$ cat src/rtl/core/grd_pkg.sv
// Shared types, constants and helpers of the glyph run decoder.
// Depends on nothing; the front stage, queue, decoder, result stage, top level and bench import it.
`timescale 1ns / 1ps

package grd_pkg;

  localparam int COORD_BITS_DEFAULT = 8;
  localparam int MAX_RESULTS        = 64;
  localparam int COUNT_BITS         = $clog2(MAX_RESULTS + 1);
  localparam int CFG_IDX_BITS       = 3;
  localparam int CFG_DATA_BITS      = 4;

  localparam logic [CFG_IDX_BITS-1:0] REG_BG_RUN   = 3'd0;
  localparam logic [CFG_IDX_BITS-1:0] REG_FG_RUN   = 3'd1;
  localparam logic [CFG_IDX_BITS-1:0] REG_WIDTH    = 3'd2;
  localparam logic [CFG_IDX_BITS-1:0] REG_HEIGHT   = 3'd3;
  localparam logic [CFG_IDX_BITS-1:0] REG_OFFSET_X = 3'd4;
  localparam logic [CFG_IDX_BITS-1:0] REG_OFFSET_Y = 3'd5;
  localparam logic [CFG_IDX_BITS-1:0] REG_ADVANCE  = 3'd6;

  localparam logic [CFG_DATA_BITS-1:0] RST_BG_RUN   = 4'd2;
  localparam logic [CFG_DATA_BITS-1:0] RST_FG_RUN   = 4'd2;
  localparam logic [CFG_DATA_BITS-1:0] RST_WIDTH    = 4'd4;
  localparam logic [CFG_DATA_BITS-1:0] RST_HEIGHT   = 4'd4;
  localparam logic [CFG_DATA_BITS-1:0] RST_OFFSET_X = 4'd3;
  localparam logic [CFG_DATA_BITS-1:0] RST_OFFSET_Y = 4'd3;
  localparam logic [CFG_DATA_BITS-1:0] RST_ADVANCE  = 4'd4;

  localparam logic [1:0] KIND_SEGMENT  = 2'd0;
  localparam logic [1:0] KIND_DONE     = 2'd1;
  localparam logic [1:0] KIND_OVERFLOW = 2'd2;

  localparam logic ITEM_BODY  = 1'b0;
  localparam logic ITEM_START = 1'b1;

  typedef struct packed {
    logic [CFG_DATA_BITS-1:0] background_run_bits;
    logic [CFG_DATA_BITS-1:0] foreground_run_bits;
    logic [CFG_DATA_BITS-1:0] width_bits;
    logic [CFG_DATA_BITS-1:0] height_bits;
    logic [CFG_DATA_BITS-1:0] offset_x_bits;
    logic [CFG_DATA_BITS-1:0] offset_y_bits;
    logic [CFG_DATA_BITS-1:0] advance_bits;
  } cfg_t;

  typedef struct packed {
    logic       cls;
    logic [7:0] glyph_byte;
    logic [7:0] origin_x;
    logic [7:0] origin_y;
  } item_t;

  typedef struct packed {
    logic [1:0] kind;
    logic [7:0] x;
    logic [7:0] y;
    logic [7:0] len;
    logic       colour;
    logic [7:0] adv;
  } record_t;

  typedef struct packed {
    logic    valid;
    logic    is_end;
    record_t rec;
  } event_t;

  function automatic logic [3:0] field_bits(input logic [CFG_DATA_BITS-1:0] c);
    logic [3:0] n;
    n = 4'(c);
    if (n == 4'd0) n = 4'd1;
    if (n > 4'd8) n = 4'd8;
    return n;
  endfunction

  function automatic logic [7:0] offset_signed(input logic [7:0] v, input logic [3:0] n);
    return v - (8'd1 << (n - 4'd1));
  endfunction

endpackage

$ cat src/rtl/core/grd_in_if.sv
// Request channel carrying glyph stream bytes with the pen origin.
// Depends on nothing.
`timescale 1ns / 1ps

interface grd_in_if;
  logic       valid;
  logic       ready;
  logic [7:0] glyph_byte;
  logic       first_of_glyph;
  logic [7:0] origin_x;
  logic [7:0] origin_y;

  modport source (output valid, glyph_byte, first_of_glyph, origin_x, origin_y,
                  input ready);
  modport sink   (input valid, glyph_byte, first_of_glyph, origin_x, origin_y,
                  output ready);
endinterface

$ cat src/rtl/core/grd_out_if.sv
// Result channel carrying decoded segment, done and overflow records.
// Depends on nothing.
`timescale 1ns / 1ps

interface grd_out_if;
  logic              valid;
  logic              ready;
  logic [1:0]        record_kind;
  logic [7:0]        seg_x;
  logic [7:0]        seg_y;
  logic [7:0]        seg_length;
  logic              seg_colour;
  logic signed [7:0] advance_width;
  logic              last_result;

  modport source (output valid, record_kind, seg_x, seg_y, seg_length, seg_colour,
                  advance_width, last_result, input ready);
  modport sink   (input valid, record_kind, seg_x, seg_y, seg_length, seg_colour,
                  advance_width, last_result, output ready);
endinterface

$ cat src/rtl/core/grd_front.sv
// Front stage: accepts stream requests, tags them as glyph start or body.
// Depends on grd_pkg and grd_in_if.
`timescale 1ns / 1ps

module grd_front (
  input  logic           clk,
  input  logic           rst,
  grd_in_if.sink         glyph,
  output logic           item_valid,
  input  logic           item_ready,
  output grd_pkg::item_t item
);
  import grd_pkg::*;

  logic  held;
  item_t held_item;

  assign glyph.ready = !held || item_ready;
  assign item_valid  = held;
  assign item        = held_item;

  always_ff @(posedge clk) begin
    if (rst) begin
      held <= 1'b0;
    end else if (glyph.ready) begin
      held <= glyph.valid;
    end
  end

  always_ff @(posedge clk) begin
    if (glyph.valid && glyph.ready) begin
      held_item.cls        <= glyph.first_of_glyph ? ITEM_START : ITEM_BODY;
      held_item.glyph_byte <= glyph.glyph_byte;
      held_item.origin_x   <= glyph.origin_x;
      held_item.origin_y   <= glyph.origin_y;
    end
  end

endmodule

$ cat src/rtl/core/grd_fifo.sv
// Two-entry queue between the front stage and the decoder.
// Depends on grd_pkg.
`timescale 1ns / 1ps

module grd_fifo (
  input  logic           clk,
  input  logic           rst,
  input  logic           push_valid,
  output logic           push_ready,
  input  grd_pkg::item_t push_item,
  output logic           pop_valid,
  input  logic           pop_ready,
  output grd_pkg::item_t pop_item
);
  import grd_pkg::*;

  item_t      slots [2];
  logic       wr_ptr;
  logic       rd_ptr;
  logic [1:0] fill;
  logic       do_push;
  logic       do_pop;

  assign push_ready = (fill != 2'd2);
  assign pop_valid  = (fill != 2'd0);
  assign pop_item   = slots[rd_ptr];
  assign do_push    = push_valid && push_ready;
  assign do_pop     = pop_valid && pop_ready;

  always_ff @(posedge clk) begin
    if (rst) begin
      wr_ptr <= 1'b0;
      rd_ptr <= 1'b0;
      fill   <= 2'd0;
    end else begin
      if (do_push) wr_ptr <= !wr_ptr;
      if (do_pop) rd_ptr <= !rd_ptr;
      fill <= fill + 2'(do_push) - 2'(do_pop);
    end
  end

  always_ff @(posedge clk) begin
    if (do_push) slots[wr_ptr] <= push_item;
  end

endmodule

$ cat src/rtl/core/grd_decoder.sv
// Back end: bit reader, header and run decoder, row splitter of runs.
// Depends on grd_pkg; one field or one row piece per cycle while the result stage accepts events.
`timescale 1ns / 1ps

module grd_decoder #(
  parameter int COORD_BITS = grd_pkg::COORD_BITS_DEFAULT
) (
  input  logic            clk,
  input  logic            rst,
  input  grd_pkg::cfg_t   cfg,
  input  logic            item_valid,
  output logic            item_ready,
  input  grd_pkg::item_t  item,
  output grd_pkg::event_t ev,
  input  logic            ev_ready
);
  import grd_pkg::*;

  localparam logic [3:0] PH_IDLE = 4'd0;
  localparam logic [3:0] PH_W    = 4'd1;
  localparam logic [3:0] PH_H    = 4'd2;
  localparam logic [3:0] PH_XO   = 4'd3;
  localparam logic [3:0] PH_YO   = 4'd4;
  localparam logic [3:0] PH_ADV  = 4'd5;
  localparam logic [3:0] PH_BG   = 4'd6;
  localparam logic [3:0] PH_FG   = 4'd7;
  localparam logic [3:0] PH_CONT = 4'd8;

  logic [15:0]           bit_buffer;
  logic [4:0]            bits_available;
  logic [3:0]            decode_phase;
  logic [7:0]            box_width;
  logic [7:0]            box_height;
  logic [COORD_BITS-1:0] draw_base_x;
  logic [COORD_BITS-1:0] draw_base_y;
  logic [7:0]            column_pos;
  logic [7:0]            row_pos;
  logic [7:0]            advance;
  logic [7:0]            saved_bg_run;
  logic [7:0]            saved_fg_run;
  logic                  loaded;
  logic                  draw_act;
  logic [7:0]            draw_cnt;
  logic                  draw_colour;
  logic                  draw_more;

  logic [3:0]  need;
  logic        have_field;
  logic [7:0]  field_val;
  logic [7:0]  off_val;
  logic        width_pos;
  logic        finish_now;
  logic [7:0]  rem_raw;
  logic [7:0]  rem;
  logic [7:0]  col_eff;
  logic [7:0]  cur;
  logic        start;
  logic        step;

  always_comb begin
    case (decode_phase)
      PH_W:    need = field_bits(cfg.width_bits);
      PH_H:    need = field_bits(cfg.height_bits);
      PH_XO:   need = field_bits(cfg.offset_x_bits);
      PH_YO:   need = field_bits(cfg.offset_y_bits);
      PH_ADV:  need = field_bits(cfg.advance_bits);
      PH_BG:   need = field_bits(cfg.background_run_bits);
      PH_FG:   need = field_bits(cfg.foreground_run_bits);
      PH_CONT: need = 4'd1;
      default: need = 4'd0;
    endcase
  end

  assign have_field = (need != 4'd0) && (bits_available >= 5'(need));
  assign field_val  = 8'(bit_buffer & ((16'd1 << need) - 16'd1));
  assign off_val    = offset_signed(field_val, need);
  assign width_pos  = !box_width[7] && (box_width != 8'd0);
  assign finish_now = have_field &&
                      (((decode_phase == PH_ADV) && !width_pos) ||
                       ((decode_phase == PH_CONT) && !field_val[0] &&
                        ($signed(row_pos) >= $signed(box_height))));

  assign rem_raw = box_width - column_pos;
  assign rem     = (rem_raw == 8'd0) ? box_width : rem_raw;
  assign col_eff = (rem_raw == 8'd0) ? 8'd0 : column_pos;
  assign cur     = (draw_cnt < rem) ? draw_cnt : rem;

  assign item_ready = !loaded;
  assign start      = (item.cls == ITEM_START);
  assign step       = loaded && ev_ready;

  always_comb begin
    ev        = '0;
    ev.valid  = loaded && (draw_act ? (cur != 8'd0) : (!have_field || finish_now));
    ev.is_end = !draw_act && !have_field;
    if (draw_act) begin
      ev.rec.kind   = KIND_SEGMENT;
      ev.rec.x      = 8'(draw_base_x + COORD_BITS'(col_eff));
      ev.rec.y      = 8'(draw_base_y + COORD_BITS'(row_pos));
      ev.rec.len    = cur;
      ev.rec.colour = draw_colour;
    end else if (have_field) begin
      ev.rec.kind = KIND_DONE;
      ev.rec.adv  = (decode_phase == PH_ADV) ? off_val : advance;
    end
  end

  always_ff @(posedge clk) begin
    if (rst) begin
      bit_buffer     <= '0;
      bits_available <= '0;
      decode_phase   <= PH_IDLE;
      box_width      <= '0;
      box_height     <= '0;
      draw_base_x    <= '0;
      draw_base_y    <= '0;
      column_pos     <= '0;
      row_pos        <= '0;
      advance        <= '0;
      saved_bg_run   <= '0;
      saved_fg_run   <= '0;
      loaded         <= 1'b0;
      draw_act       <= 1'b0;
      draw_cnt       <= '0;
      draw_colour    <= 1'b0;
      draw_more      <= 1'b0;
    end else if (!loaded) begin
      if (item_valid && (start || (decode_phase != PH_IDLE))) begin
        loaded <= 1'b1;
        if (start) begin
          decode_phase   <= PH_W;
          bit_buffer     <= 16'(item.glyph_byte);
          bits_available <= 5'd8;
          draw_base_x    <= COORD_BITS'(item.origin_x);
          draw_base_y    <= COORD_BITS'(item.origin_y);
          column_pos     <= '0;
          row_pos        <= '0;
        end else begin
          bit_buffer     <= bit_buffer | (16'(item.glyph_byte) << bits_available);
          bits_available <= bits_available + 5'd8;
        end
      end
    end else if (step) begin
      if (draw_act) begin
        if (draw_cnt < rem) begin
          column_pos <= col_eff + draw_cnt;
        end else begin
          column_pos <= '0;
          row_pos    <= row_pos + 8'd1;
        end
        if (draw_cnt <= rem) begin
          if (draw_more) begin
            draw_cnt    <= saved_fg_run;
            draw_colour <= 1'b1;
            draw_more   <= 1'b0;
          end else begin
            draw_act <= 1'b0;
          end
        end else begin
          draw_cnt <= draw_cnt - rem;
        end
      end else if (!have_field) begin
        loaded <= 1'b0;
      end else begin
        if (finish_now) begin
          decode_phase   <= PH_IDLE;
          bit_buffer     <= '0;
          bits_available <= '0;
        end else begin
          bit_buffer     <= bit_buffer >> need;
          bits_available <= bits_available - 5'(need);
        end
        case (decode_phase)
          PH_W: begin
            box_width    <= field_val;
            decode_phase <= PH_H;
          end
          PH_H: begin
            box_height   <= field_val;
            decode_phase <= PH_XO;
          end
          PH_XO: begin
            draw_base_x  <= draw_base_x + COORD_BITS'($signed(off_val));
            decode_phase <= PH_YO;
          end
          PH_YO: begin
            draw_base_y  <= draw_base_y - COORD_BITS'($signed(box_height)) -
                            COORD_BITS'($signed(off_val));
            decode_phase <= PH_ADV;
          end
          PH_ADV: begin
            advance <= off_val;
            if (width_pos) begin
              column_pos   <= '0;
              row_pos      <= '0;
              decode_phase <= PH_BG;
            end
          end
          PH_BG: begin
            saved_bg_run <= field_val;
            decode_phase <= PH_FG;
          end
          PH_FG: begin
            saved_fg_run <= field_val;
            draw_act     <= 1'b1;
            draw_cnt     <= saved_bg_run;
            draw_colour  <= 1'b0;
            draw_more    <= 1'b1;
            decode_phase <= PH_CONT;
          end
          PH_CONT: begin
            if (field_val[0]) begin
              draw_act    <= 1'b1;
              draw_cnt    <= saved_bg_run;
              draw_colour <= 1'b0;
              draw_more   <= 1'b1;
            end else if (!finish_now) begin
              decode_phase <= PH_BG;
            end
          end
          default: begin
          end
        endcase
      end
    end
  end

endmodule

$ cat src/rtl/core/grd_result.sv
// Result stage: holds one record back to mark the last of a request,
// folds excess records into an overflow record. Depends on grd_pkg, grd_out_if.
`timescale 1ns / 1ps

module grd_result (
  input  logic            clk,
  input  logic            rst,
  input  grd_pkg::event_t ev,
  output logic            ev_ready,
  grd_out_if.source       records
);
  import grd_pkg::*;

  logic                  pend_valid;
  record_t               pend_rec;
  logic [COUNT_BITS-1:0] count;
  logic                  over;
  logic                  out_valid;
  record_t               out_rec;
  logic                  out_last;
  logic                  take;
  logic                  push;
  record_t               overflow_rec;

  assign ev_ready = !out_valid || records.ready;
  assign take     = ev.valid && ev_ready;
  assign push     = take && pend_valid &&
                    (ev.is_end || (!over && (count != COUNT_BITS'(MAX_RESULTS))));

  always_comb begin
    overflow_rec      = '0;
    overflow_rec.kind = KIND_OVERFLOW;
  end

  assign records.valid         = out_valid;
  assign records.record_kind   = out_rec.kind;
  assign records.seg_x         = out_rec.x;
  assign records.seg_y         = out_rec.y;
  assign records.seg_length    = out_rec.len;
  assign records.seg_colour    = out_rec.colour;
  assign records.advance_width = $signed(out_rec.adv);
  assign records.last_result   = out_last;

  always_ff @(posedge clk) begin
    if (rst) begin
      pend_valid <= 1'b0;
      count      <= '0;
      over       <= 1'b0;
      out_valid  <= 1'b0;
    end else begin
      out_valid <= (out_valid && !records.ready) || push;
      if (take) begin
        if (ev.is_end) begin
          pend_valid <= 1'b0;
          count      <= '0;
          over       <= 1'b0;
        end else if (!over) begin
          if (count == COUNT_BITS'(MAX_RESULTS)) begin
            over <= 1'b1;
          end else begin
            pend_valid <= 1'b1;
            count      <= count + 1'b1;
          end
        end
      end
    end
  end

  always_ff @(posedge clk) begin
    if (push) begin
      out_rec  <= pend_rec;
      out_last <= ev.is_end;
    end
    if (take && !ev.is_end && !over) begin
      if (count == COUNT_BITS'(MAX_RESULTS)) begin
        pend_rec <= overflow_rec;
      end else begin
        pend_rec <= ev.rec;
      end
    end
  end

endmodule

$ cat src/rtl/core/glyph_rle_run_decoder.sv
// Top level of the run-length glyph decoder: configuration registers,
// front stage, queue, decoder and result stage. Depends on grd_pkg and both interfaces.
//
//   channel   direction  payload
//   glyph     request    glyph_byte, first_of_glyph, origin_x, origin_y
//   records   result     record_kind, seg_x, seg_y, seg_length, seg_colour,
//                        advance_width, last_result
//   cfg_*     write      cfg_index selects one of seven field width registers
//
// The decoder loads each byte, decodes its fields and cuts each run into row pieces (an
// empty run still takes a step), then closes the request.
// Results trail by one record: the last one is held until the request closes.
// Synchronous reset clears control state and loads the register defaults.
// A stalled result port holds the decoder; the input register and two-entry queue
// keep taking bytes meanwhile until they are full.
`timescale 1ns / 1ps

module glyph_rle_run_decoder #(
  parameter int COORD_BITS = grd_pkg::COORD_BITS_DEFAULT
) (
  input  logic                               clk,
  input  logic                               rst,
  grd_in_if.sink                             glyph,
  grd_out_if.source                          records,
  input  logic                               cfg_write,
  input  logic [grd_pkg::CFG_IDX_BITS-1:0]   cfg_index,
  input  logic [grd_pkg::CFG_DATA_BITS-1:0]  cfg_data
);
  import grd_pkg::*;

  cfg_t   cfg;
  logic   front_valid;
  logic   front_ready;
  item_t  front_item;
  logic   queue_valid;
  logic   queue_ready;
  item_t  queue_item;
  event_t ev;
  logic   ev_ready;

  always_ff @(posedge clk) begin
    if (rst) begin
      cfg.background_run_bits <= RST_BG_RUN;
      cfg.foreground_run_bits <= RST_FG_RUN;
      cfg.width_bits          <= RST_WIDTH;
      cfg.height_bits         <= RST_HEIGHT;
      cfg.offset_x_bits       <= RST_OFFSET_X;
      cfg.offset_y_bits       <= RST_OFFSET_Y;
      cfg.advance_bits        <= RST_ADVANCE;
    end else if (cfg_write) begin
      case (cfg_index)
        REG_BG_RUN:   cfg.background_run_bits <= cfg_data;
        REG_FG_RUN:   cfg.foreground_run_bits <= cfg_data;
        REG_WIDTH:    cfg.width_bits          <= cfg_data;
        REG_HEIGHT:   cfg.height_bits         <= cfg_data;
        REG_OFFSET_X: cfg.offset_x_bits       <= cfg_data;
        REG_OFFSET_Y: cfg.offset_y_bits       <= cfg_data;
        REG_ADVANCE:  cfg.advance_bits        <= cfg_data;
        default: begin
        end
      endcase
    end
  end

  grd_front u_front (
    .clk        (clk),
    .rst        (rst),
    .glyph      (glyph),
    .item_valid (front_valid),
    .item_ready (front_ready),
    .item       (front_item)
  );

  grd_fifo u_fifo (
    .clk        (clk),
    .rst        (rst),
    .push_valid (front_valid),
    .push_ready (front_ready),
    .push_item  (front_item),
    .pop_valid  (queue_valid),
    .pop_ready  (queue_ready),
    .pop_item   (queue_item)
  );

  grd_decoder #(
    .COORD_BITS (COORD_BITS)
  ) u_decoder (
    .clk        (clk),
    .rst        (rst),
    .cfg        (cfg),
    .item_valid (queue_valid),
    .item_ready (queue_ready),
    .item       (queue_item),
    .ev         (ev),
    .ev_ready   (ev_ready)
  );

  grd_result u_result (
    .clk      (clk),
    .rst      (rst),
    .ev       (ev),
    .ev_ready (ev_ready),
    .records  (records)
  );

  a_overflow_last: assert property (@(posedge clk) disable iff (rst)
    (records.valid && (records.record_kind == KIND_OVERFLOW)) |-> records.last_result)
    else $error("overflow record not marked last");

  a_segment_length: assert property (@(posedge clk) disable iff (rst)
    (records.valid && (records.record_kind == KIND_SEGMENT)) |->
    (records.seg_length != 8'd0))
    else $error("segment record with zero length");

  a_done_clean: assert property (@(posedge clk) disable iff (rst)
    (records.valid && (records.record_kind == KIND_DONE)) |->
    ((records.seg_length == 8'd0) && !records.seg_colour))
    else $error("done record carries segment fields");

endmodule

$ cat src/flat_wrapper.sv
// flat-port wrapper written by rule: the top's interface ports become plain ports
module glyph_rle_run_decoder_flat import grd_pkg::*;
#(
  parameter int COORD_BITS = grd_pkg::COORD_BITS_DEFAULT
)
  (clk, rst, cfg_write, cfg_index, cfg_data, glyph_valid, glyph_glyph_byte, glyph_first_of_glyph, glyph_origin_x, glyph_origin_y, glyph_ready, records_valid, records_record_kind, records_seg_x, records_seg_y, records_seg_length, records_seg_colour, records_advance_width, records_last_result, records_ready);
  grd_in_if glyph_i ();
  grd_out_if records_i ();
  input  logic clk;
  input  logic rst;
  input  logic cfg_write;
  input  logic [grd_pkg::CFG_IDX_BITS-1:0] cfg_index;
  input  logic [grd_pkg::CFG_DATA_BITS-1:0] cfg_data;
  input wire logic [$bits(glyph_i.valid)-1:0] glyph_valid;
  input wire logic [$bits(glyph_i.glyph_byte)-1:0] glyph_glyph_byte;
  input wire logic [$bits(glyph_i.first_of_glyph)-1:0] glyph_first_of_glyph;
  input wire logic [$bits(glyph_i.origin_x)-1:0] glyph_origin_x;
  input wire logic [$bits(glyph_i.origin_y)-1:0] glyph_origin_y;
  output wire logic [$bits(glyph_i.ready)-1:0] glyph_ready;
  output wire logic [$bits(records_i.valid)-1:0] records_valid;
  output wire logic [$bits(records_i.record_kind)-1:0] records_record_kind;
  output wire logic [$bits(records_i.seg_x)-1:0] records_seg_x;
  output wire logic [$bits(records_i.seg_y)-1:0] records_seg_y;
  output wire logic [$bits(records_i.seg_length)-1:0] records_seg_length;
  output wire logic [$bits(records_i.seg_colour)-1:0] records_seg_colour;
  output wire logic [$bits(records_i.advance_width)-1:0] records_advance_width;
  output wire logic [$bits(records_i.last_result)-1:0] records_last_result;
  input wire logic [$bits(records_i.ready)-1:0] records_ready;
  assign glyph_i.valid = glyph_valid;
  assign glyph_i.glyph_byte = glyph_glyph_byte;
  assign glyph_i.first_of_glyph = glyph_first_of_glyph;
  assign glyph_i.origin_x = glyph_origin_x;
  assign glyph_i.origin_y = glyph_origin_y;
  assign glyph_ready = glyph_i.ready;
  assign records_valid = records_i.valid;
  assign records_record_kind = records_i.record_kind;
  assign records_seg_x = records_i.seg_x;
  assign records_seg_y = records_i.seg_y;
  assign records_seg_length = records_i.seg_length;
  assign records_seg_colour = records_i.seg_colour;
  assign records_advance_width = records_i.advance_width;
  assign records_last_result = records_i.last_result;
  assign records_i.ready = records_ready;
  glyph_rle_run_decoder #(.COORD_BITS(COORD_BITS)) u_core (.clk(clk), .rst(rst), .glyph(glyph_i), .records(records_i), .cfg_write(cfg_write), .cfg_index(cfg_index), .cfg_data(cfg_data));
endmodule
$ cat config.mk
export PLATFORM = sky130hd
export DESIGN_NAME = glyph_rle_run_decoder_flat
export DESIGN_NICKNAME = d
export VERILOG_FILES = /design/src/rtl/core/grd_pkg.sv /design/src/rtl/core/grd_in_if.sv /design/src/rtl/core/grd_out_if.sv /design/src/rtl/core/grd_front.sv /design/src/rtl/core/grd_fifo.sv /design/src/rtl/core/grd_decoder.sv /design/src/rtl/core/grd_result.sv /design/src/rtl/core/glyph_rle_run_decoder.sv /design/src/flat_wrapper.sv
export SDC_FILE = /design/constraint.sdc
export NUM_CORES = 1
export LEC_CHECK = 0
export ABC_CLOCK_PERIOD_IN_PS = 7200
export BUFFER_PORTS_ARGS = -buffer_cell sky130_fd_sc_hd__buf_2
export CORE_MARGIN = 1
export CORE_UTILIZATION = 30
export DETAILED_ROUTE_END_ITERATION = 16
export GPL_TIMING_DRIVEN = 0
export HOLD_SLACK_MARGIN = 0.15
export SLEW_MARGIN = 20
export SYNTH_ARGS = -nofsm -noshare
export SYNTH_HDL_FRONTEND = slang
export SYNTH_SLANG_ARGS = --single-unit
$ cat constraint.sdc
create_clock -name clk -period 7.2 [get_ports clk]
set_input_delay 2.16 -clock clk [delete_from_list [all_inputs] [get_ports clk]]
set_output_delay 2.16 -clock clk [all_outputs]
set_load 0.005 [all_outputs]
; Yosys cells after proc, flatten, opt, wreduce, memory -nomap -nowiden
; Memory sizes are Yosys's and may differ from the RTL's. A register that Yosys moved wholly into a read port is not among the register bits.
; Cells that the tools add are included.
[totals]
reg_bits = 248
ram_bits = 50
out_inout_bits = 38
elab_cells = 325
n_memories = 1
[classes]
n_addsub = 17
magnitude_cmp = 11
n_eq_ne = 32
shift = 4
n_mux = 122
bitwise_logic = 4
reduce_logical = 84
[mem_list]
columns = name, depth, width, rd, rd_ports_with_merged_regs, write_ports, line
row1 = u_core.u_fifo.slots, 2, 25, 1, 1, 1, grd_fifo.sv:17  ; item_t slots [2];
[op_table]
columns = op, n
row1 = 8-bit 2-to-1 mux, 36
row2 = 4-bit 2-to-1 mux, 31
row3 = 16-bit 2-to-1 mux, 7
row4 = 4-bit case mux with 8 select lines, 2
row5 = 8-bit subtractor, 5
row6 = 5-bit 2-to-1 mux, 7
row7 = 8-bit adder, 4
row8 = 1-bit 2-to-1 mux, 32
row9 = 6-bit AND reduction, 5
row10 = "4-bit greater-than comparator, second input constant", 7
row11 = 4-bit logical NOT, 7
row12 = 5-bit AND reduction, 5
row13 = 7-bit 2-to-1 mux, 3
row14 = 1-bit logical AND, 20
row15 = "4-bit by 3-bit == test with 1-bit output, second input constant", 4
row16 = 16-bit OR, 1
row17 = 8-bit case mux with 2 select lines, 1
row18 = 2-bit AND reduction, 8
row19 = 8-bit nonzero test, 2
row20 = "1-bit by 4-bit left shift with 8-bit output, first input constant", 2
row21 = 8-bit by 5-bit left shift with 16-bit output, 1
row22 = 16-bit by 4-bit right shift with 16-bit output, 1
row23 = 7-bit AND reduction, 2
row24 = 1-bit logical NOT, 13
row25 = 37 further kinds, 68

; Longest topological paths before layout
; Gate-level depths: netlist of run 1.
[depth]
word_depth = 22
mapped_depth = 30
ltp_nobuf = 26

; Modules after synthesis
; Synthesis of run 1 repeated with hierarchy kept, for this count alone.
[hier_totals]
cells_unflattened = 1635
hier_area_um2 = 16409.5
[by_module_without_submodules]
columns = module, n_inst, cells_per_inst, area_each_um2, seq_area_each_um2
row1 = grd_decoder, 1, 1217, 9489.1, 2182.1
row2 = grd_result, 1, 174, 2902.8, 2332.2
row3 = grd_fifo, 1, 107, 2069.5, 1601.5
row4 = glyph_rle_run_decoder, 1, 107, 1142.3, 560.5
row5 = grd_front, 1, 30, 805.8, 770.7

; Worst setup path after synthesis of run 1
; OpenSTA, ideal clock, no wires.
[synth_path]
path_kind = reg-to-reg
startpoint = register u_core.u_decoder.box_width[0]
endpoint = register u_core.u_result.out_rec, in the netlist u_core.u_result.records.advance_width[0], enable pin
setup_time_ns = 0.482
arrival_time_ns = 7.185
slack_ns = -0.467
path_stages_with_launch = 25
path_buffers = 2
path_cell_list = dfxtp_1 > inv_1 > ha_1 > inv_1 > fa_1 > a211oi_2 > nor4b_1 > or3_4 > a21oi_1 > nand2_1 > inv_1 > nand2_1 > nand2_1 > ha_1 > inv_1 > fa_1 > nand3_1 > a21oi_1 > or2_2 > clkbuf_1 > clkbuf_1 > a31oi_2 > a2111oi_4 > or2_2 > nor3b_1
[synth_via]
elab_chain_cells = 12
word_cells_on_any_way = 18
[synth_lines]
columns = item, line
row1 = "start, declared", grd_decoder.sv:32  ; logic [7:0] box_width;
row2 = "start signal, assigned", grd_decoder.sv:175  ; box_width <= field_val;
row3 = branches (longest 7 deep; another with 8-bit subtractor), --
row4 = 1-bit 2-to-1 mux *, grd_decoder.sv:94  ; ev.valid = loaded && (draw_act ? (cur != 8'd0) : (!have_field || finish_now));
row5 = 1-bit logical AND *, grd_decoder.sv:94
row6 = 1-bit logical AND *, grd_result.sv:26  ; assign take = ev.valid && ev_ready;
row7 = 1-bit logical AND * (2 in series), grd_result.sv:27  ; assign push = take && pend_valid &&
row8 = via u_core.u_result.push, grd_result.sv:22  ; logic push;
row9 = "end signal, assigned", grd_result.sv:71  ; out_rec <= pend_rec;
row10 = "end, declared", grd_result.sv:19  ; record_t out_rec;
; Mark *: on every way through the listed nets, which the timed path passes.
; A chain may end at the register's enable or synchronous reset.

; Worst setup path in the final report of run 1
[layout_path]
startpoint = register u_core.u_decoder.decode_phase[3]
endpoint = register u_core.u_decoder.draw_base_y[7]
[layout_via]
elab_chain_cells = 12
word_cells_on_any_way = 31
[layout_lines]
columns = item, line
row1 = "start, declared", grd_decoder.sv:31  ; logic [3:0] decode_phase;
row2 = "start signal, assigned", grd_decoder.sv:112  ; decode_phase <= PH_IDLE;
row3 = "start signal, assigned", grd_decoder.sv:131  ; decode_phase <= PH_W;
row4 = "start signal, assigned", grd_decoder.sv:166  ; decode_phase <= PH_IDLE;
row5 = 4-bit == test (tied with other cells), grd_decoder.sv:61  ; case (decode_phase)
row6 = 4-bit case mux with 8 select lines *, grd_decoder.sv:61
row7 = 1-bit by 4-bit left shift with 8-bit output *, grd_decoder.sv:75  ; assign field_val = 8'(bit_buffer & ((16'd1 << need) - 16'd1));
row8 = 8-bit by 1-bit subtractor with 8-bit output *, grd_decoder.sv:75
row9 = 8-bit bitwise AND *, grd_decoder.sv:75
row10 = via u_core.u_decoder.field_val[1], grd_decoder.sv:49  ; logic [7:0] field_val;
row11 = 8-bit subtractor *, grd_pkg.sv:77  ; return v - (8'd1 << (n - 4'd1));
row12 = 8-bit subtractor *, grd_decoder.sv:187  ; draw_base_y <= draw_base_y - COORD_BITS'($signed(box_height)) -
row13 = 8-bit 2-to-1 mux *, grd_decoder.sv:173  ; case (decode_phase)
row14 = 8-bit 2-to-1 mux *, grd_decoder.sv:162  ; end else if (!have_field) begin
row15 = 8-bit 2-to-1 mux *, grd_decoder.sv:144  ; if (draw_act) begin
row16 = 8-bit 2-to-1 mux *, grd_decoder.sv:143  ; end else if (step) begin
row17 = 8-bit 2-to-1 mux *, grd_decoder.sv:127  ; end else if (!loaded) begin
row18 = "end signal, assigned", grd_decoder.sv:135  ; draw_base_y <= COORD_BITS'(item.origin_y);
row19 = "end signal, assigned", grd_decoder.sv:187
row20 = "end, declared", grd_decoder.sv:35  ; logic [COORD_BITS-1:0] draw_base_y;
; Mark *: on every way through the listed nets, which the timed path passes. The rest lies on a longest branch. The select of a mux whose other input is x is not followed.

==> results.md, run 1 <==
- Total wire length: 44800 um
- Port buffer count: 71
- Initial DRC count: 1081
- Placement Setup Slack: 226 ps
- Synth area leaders: edfxtp_1 (27%), dfxtp_1 (19%), mux2i_1 (7.1%)
- Delay-heaviest family, CP: simple AND/OR/NAND/NOR gates
- Placed Cells incl. Taps: 2393
- Layout Skew: 16.6 ps
- Final routed wire length divided by cell count: 18.2 um
- Peak VDD IR: 154 uV
- Leading area contributor after synthesis: edfxtp_1
- Most frequent cells in the layout: nor2_1 (191), dfxtp_1 (153), edfxtp_1 (146)
- Number of synthesized flops with an enable pin: 146
- Commonest non-fill, non-tap cell in the layout: nor2_1
- CTS tree: done
- Post-Syn Nets: 1759
- Post-Syn Area: 16200 sq um
- Final hold violation count: 0
- Final setup margin: approximately 470 ps
- Critical-path top delay cell: or4b_1
- Crit path required time: 7630 ps
- Yosys cell types: slightly below 90
- CP most frequent cell: ha_1
- Inserted Clock Buffers: 36
- Drt first pass iters: 11
- Antenna violations before repair: 0
- Routed vias: 12673
- DP Wirelength: 34100 um
- Final net count: 1871
- Status: complete, but fails checks
- HP Class: flop to flop
- Number of global-route vias before repair: 12380
- Clock Tree Buf Depth: 3
- Initial Util: 30.6%
- First-pass GRT wire length: 69600 um
- WP buf/inv: 4
- I/O pin count: 75
- Critical path launch point type: flop
- Main synth FF type: dfxtp_1
- DRC: 3
- Row count: 84
- Total of max-cap violations: 0
- Yosys top cell area share: ~27%
- Critical Path AT: 7160 ps
- Critical Path Sink Type: flop
- WS Path Type: flop to flop
- N_diodes: 0
- Final min period: 6730 ps
- Mapped Cells: 1630
- P per Cell Area: 310 nW/um^2
- Post-Syn Area per Cell: approximately 9.9 sq um
- Filler instances: about 5300
- Root buffer cell: clkbuf_16
- Total grt overflow: 0
- Die Area: 54800 sq um
- Gr usage total: 16.4%
- DRT antenna net count: 0
- Via-to-Cell Ratio: around 5.2
- Ys async rst share: 0%
- Die height: 234 um
- Seq cells post-synth: 299
- Leak: 6.99 nW
- Synth warn: 0
- Fin cells: 2455
- Setup Viol. Count Final: 0
- Final RePlAce weighted congestion: 0.928
- Final period utilization: 93.5%
- Slew HR: 29.3%
- Failing checks: design-rule violations
- RSZ-0062 raised after global routing: no
- CTS resizes: 0
- Htree depth: 2
- Clock slew at reported path FFs: 60 ps
- Fmax: 0.149 GHz
- Sequential area share after synthesis: 46.1%
- Post-CTS Setup Inserts: 0
- Core Region: ~53000 sq um
- Worst slew pin tran: 1050 ps
- CP peak stage delay: 660 ps
- Proportion of layout cells with a drive suffix above 1: 10.6%
- Crit-path max FO: 10
- Max-slew violation count: 0
- Clock Latency Late Sink: between 500 and 600 ps
- Largest net degree at the start of global routing: 26
- CTS sink cnt: around 300
- Cts hold-fix bufs: 0
- Die X: 234 um
- Synthesis-to-finish area growth: 15.0%
[state kept, by name (all words and copies together), names as in the netlist, 16 cells and up, named ones only]
name / flops
u_core.u_front.item: 25
u_core.u_result.pend_rec: 35
u_core.u_fifo.slots: 50
u_core.u_decoder.bit_buffer: 16
u_core.cfg: 28
[stage by stage]
step / setup TNS [ps] / total power [mW] / utilization [%] / area, sq um / hold slack (ps)
after global placement: -51720 / 4.01 / 32.9 / 17400 / 405
final: 0 / 5.76 / 35.1 / 18600 / 409
after detailed placement: 0 / 4.04 / 33.0 / 17500 / 405
after floorplan: 0 / 3.49 / - / 16200 / 400
after global routing: 0 / 6.11 / 35.1 / 18600 / 420
after CTS: 0 / 5.78 / 35.1 / 18600 / 416
[power by group]
| part | total [mW] | switching [mW] | internal [mW] |
|---|---|---|---|
| logic | 2.01 | 1.23 | 0.782 |
| clock network | 1.71 | 0.710 | 0.998 |
| registers | 2.04 | 0.135 | 1.90 |
| total | 5.76 | 2.07 | 3.68 |
[layout make-up]
class	instances	area, sq um	area share, %
flip-flops and latches	299	7450	40.1
inverters	81	304	1.64
multi-input cells	1172	8130	43.8
repair buffers	75	412	2.22
clock buffers	50	1030	5.54
well taps	688	861	4.63
plain buffers	77	317	1.70
clock inverters	13	68.8	0.371
[routing by layer]
layer / global-route usage [%] / up-vias / wire [um]
li1: - / 6119 / -
met1: 21.4 / 6097 / 19900
met2: 27.4 / 367 / 21200
met3: 2.27 / 90 / 2290
met4: 6.27 / 0 / 1400
met5: 0 / - / 0
[path summary, 6_finish.rpt]
kind / start / end / slack (ps) / cells after the start
worst max-delay path: u_core.u_decoder.decode_phase[3] / u_core.u_decoder.draw_base_y[7] / 470 / 27
worst min register to register: u_core.u_result.pend_rec[9] / u_core.u_result.records.seg_length[0] / 410 / 0
worst max register to register: u_core.u_decoder.decode_phase[3] / u_core.u_decoder.draw_base_y[7] / 470 / 27
worst min-delay path: u_core.u_result.pend_rec[9] / u_core.u_result.records.seg_length[0] / 410 / 0
[cells in the mapped netlist (5+ instances only)]
cell type,number
o311ai_0,6
dfxtp_1,153
xnor2_1,43
and2_1,13
a211oi_1,41
nor2_1,192
nor3_1,38
inv_1,77
nand2_1,129
nand3_1,23
o21bai_1,20
o31ai_1,11
nor3b_1,8
fa_1,14
nand2b_1,26
o21ai_0,57
buf_2,13
nand4_1,7
mux2_2,14
clkbuf_1,57
a21oi_1,110
mux2i_1,115
edfxtp_1,146
a22oi_1,13
o21a_1,5
nor2b_1,29
o211ai_1,7
xor2_1,20
or3_1,13
a211o_1,11
a21o_1,16
nor4_1,5
and3_1,7
buf_1,5
ha_1,78
a31oi_1,14
[cell families (layout without fill, tap and decap cells)]
kind of cell,count (synthesis),after routing,synth area share (%)
muxes,133,133,8.66
and+or+nand+nor,518,518,15.1
AOI/OAI and AO/OA,365,365,15.0
DFF,299,299,46.1
buffers and inverters,159,296,3.87
xor gates and xnor gates,64,64,3.56
adders and majority gates,92,92,7.78
No activity file was read; power rests on OpenSTA's default activity.
==> inputs of run 2 (changes only) <==
--- a/config.mk
+++ b/config.mk
@@ -10,9 +10,7 @@
 export CORE_MARGIN = 1
 export CORE_UTILIZATION = 30
 export DETAILED_ROUTE_END_ITERATION = 16
-export GPL_TIMING_DRIVEN = 0
 export HOLD_SLACK_MARGIN = 0.15
-export SLEW_MARGIN = 20
 export SYNTH_ARGS = -nofsm -noshare
 export SYNTH_HDL_FRONTEND = slang
 export SYNTH_SLANG_ARGS = --single-unit
==> run 2 against run 1 <==
Effect of this change: routed wire length decreased by 6.5%; sequential power is essentially flat; clock-buffer cell count fell by 3; cell area shrank 1.1%; non-clock buffer count is 57 lower; critical path type unchanged; total power shrank 0.60%; via count shrank 3.2%; critical endpoint unchanged; global-route usage fell by 0.91 points; the flow still finishes with violations (design-rule violations); clock power hardly changed; cell count is 2.3% lower.
==> results.md, run 2 (synthesis results as in run 1) <==
- Status: complete, but fails checks
- Failing checks: design-rule violations
- Crit-path max FO: 17 (+7)
- Number of global-route vias before repair: 12074 (-2.5%)
- Filler instances: 5357 (+0.47%)
- P per Cell Area: 312 nW/um^2 (+0.54%)
- Drt first pass iters: 13 (+2)
- R2R depth: 22 (-19%)
- Clock Tree Buf Depth: 3 (unchanged)
- Gr usage total: 15.5% (-0.91 points)
- Max reg flops: 50 (unchanged)
- Final hold violation count: 0 (unchanged)
- Final min period: 6490 ps (-244 ps)
- CP Cell Sequence: nand4bb_1 > nor2_1 > a222oi_1 > or3b_1 > or3_1 > xnor2_1 > and2_1 > ha_1 > o21ai_0 > a21boi_0 > o21ai_0 > nor2b_1 > xnor2_1 > xnor2_1 > ha_1 > ha_1 > o21ai_0 > o21bai_1 > a21oi_1 > xnor3_1 > nor2_1 > o41ai_1
- Proportion of layout cells with a drive suffix above 1: 10.9% (+0.24 points)
- DP Wirelength: 30800 um (-9.7%)
- Cts hold-fix bufs: 0 (unchanged)
- Most flops, register: u_core.u_fifo.slots
- Worst slew pin tran: 1170 ps (+117 ps)
- Clock Latency Late Sink: 550 ps (about the same)
- Root buffer cell: clkbuf_16
- Commonest non-fill, non-tap cell in the layout: nor2_1
- DRT antenna net count: 0 (unchanged)
- Max-slew violation count: 0 (unchanged)
- Critical Path AT: 6930 ps (-230 ps)
- CTS tree: done
- Most frequent cells in the layout: nor2_1 (191), dfxtp_1 (153), edfxtp_1 (146)
- Total of max-cap violations: 0 (unchanged)
- Top Registers: u_core.u_fifo.slots x50, u_core.u_result.pend_rec x35, u_core.cfg x28
- WS Path Type: flop to flop
- CP peak stage delay: 670 ps (about the same)
- Final net count: 1813 (-3.1%)
- First-pass GRT wire length: 66500 um (-4.5%)
- Critical Path Sink Type: flop
- Final period utilization: 90.1% (-3.4 points)
- Leak: 6.92 nW (-0.97%)
- Port buffer count: 74 (+4.2%)
- Post-CTS Setup Inserts: 0 (unchanged)
- WP buf/inv: 0 (-4)
- Critical path launch point type: flop
- DRC: 3 (unchanged)
- Total wire length: 41900 um (-6.5%)
- HP Class: flop to flop
- Worst hold start: u_core.u_result.pend_rec[31]
- Clock slew at reported path FFs: 60 ps (about the same)
- Core Region: 52900 sq um (unchanged)
- Synthesis-to-finish area growth: 13.7%
- Crit Reg-Reg Startpoint: u_core.u_decoder.decode_phase[3]
- Peak VDD IR: 198 uV (+29%)
- CTS resizes: 0 (unchanged)
- Via-to-Cell Ratio: 5.12 (-0.85%)
- Die height: 234 um (unchanged)
- Total grt overflow: 0 (unchanged)
- Critical-path top delay cell: dfxtp_1
- N_diodes: 0 (unchanged)
- CTS sink cnt: 299 (unchanged)
- FF-to-FF setup slack: 710 ps (+240 ps)
- Die X: 234 um (unchanged)
- Tot Pwr: 5.72 mW (-0.60%)
- Initial DRC count: 853 (-21%)
- Crit path required time: 7640 ps (about the same)
- Final RePlAce weighted congestion: 0.887 (-4.4%)
- R2R Path End: u_core.u_decoder.draw_base_y[7]
- Htree depth: 2 (unchanged)
- Antenna violations before repair: 0 (unchanged)
- Slew HR: 21.7% (-7.6 points)
- Final routed wire length divided by cell count: 17.5 um (-4.3%)
- Layout Skew: 15.8 ps (-0.786 ps)
- Fmax: 0.154 GHz (+3.8%)
- Initial Util: 30.6% (unchanged)
- Die Area: 54800 sq um (unchanged)
- Setup Viol. Count Final: 0 (unchanged)
- Largest net degree at the start of global routing: 73 (+180%)
- RSZ-0062 raised after global routing: no
- WHS Endpoint: u_core.u_result.records.seg_x[6]
- Delay-heaviest family, CP: simple AND/OR/NAND/NOR gates
- Setup Total Neg Slack: 0 ps (unchanged)
- Routed vias: 12273 (-3.2%)
- Row count: 84 (unchanged)
- I/O pin count: 75 (unchanged)
- Inserted Clock Buffers: 35 (-2.8%)
- Number of cells on the worst hold path: 0 (unchanged)
## run 2: cell count changes in the layout (fill, tap and decap cells not counted), sizes merged
cell and delta:
clkinvlp +2, bufinv +2, buf -1, clkbuf -59
clkinv -3, inv +2
## run 2: how the worst max path moves through the flow
stage / cells past startpoint / start / slack [ps] / endpoint
floorplan: 24 / u_core.u_decoder.box_width[0] / 790 / u_core.u_result.records.advance_width[0]
global placement: 25 / u_core.u_decoder.decode_phase[2] / 1150 / u_core.u_decoder.draw_base_y[7]
detailed placement: 25 / u_core.u_decoder.decode_phase[2] / 760 / u_core.u_decoder.draw_base_y[7]
CTS: 25 / u_core.u_decoder.decode_phase[2] / 720 / u_core.u_decoder.draw_base_y[7]
global route: 24 / u_core.u_decoder.decode_phase[2] / 150 / u_core.u_decoder.draw_base_y[7]
finish: 22 / u_core.u_decoder.decode_phase[3] / 710 / u_core.u_decoder.draw_base_y[7]
## run 2: through the flow
stage | util [%] | instances | setup WS [ps] | area (sq um) | hold slack, ps
floorplan | - | 1630 | 790 | 16200 | 400
global placement | 32.6 | 2332 | 1150 | 17200 | 402
detailed placement | 32.6 | 2332 | 762 | 17200 | 405
CTS | 34.7 | 2395 | 717 | 18300 | 419
global route | 34.7 | 2398 | 152 | 18400 | 421
finish | 34.7 | 2398 | 713 | 18400 | 417
## run 2: per-layer routing
metal  vias up  track usage, %  wire [um]
li1       6007               -          -
met1      5869            20.4      19000
met2       318            25.0      19300
met3        79            2.70       2220
met4         0            6.23       1370
met5         -               0          0
## run 2: layout make-up
class | count | area (sq um) | share of cell area [%]
clock buffers | 47 | 962 | 5.24
inverters | 81 | 304 | 1.66
flip-flops and latches | 299 | 7450 | 40.6
clock inverters | 16 | 153 | 0.831
repair buffers | 95 | 531 | 2.89
multi-input cells | 1172 | 8110 | 44.1
well taps | 688 | 861 | 4.69
## run 2: report_power, final
group	switching, mW	internal, mW	leakage [nW]
clock network	0.718	1.02	0.535
logic	1.15	0.782	3.85
registers	0.149	1.90	2.54
total	2.02	3.70	6.92
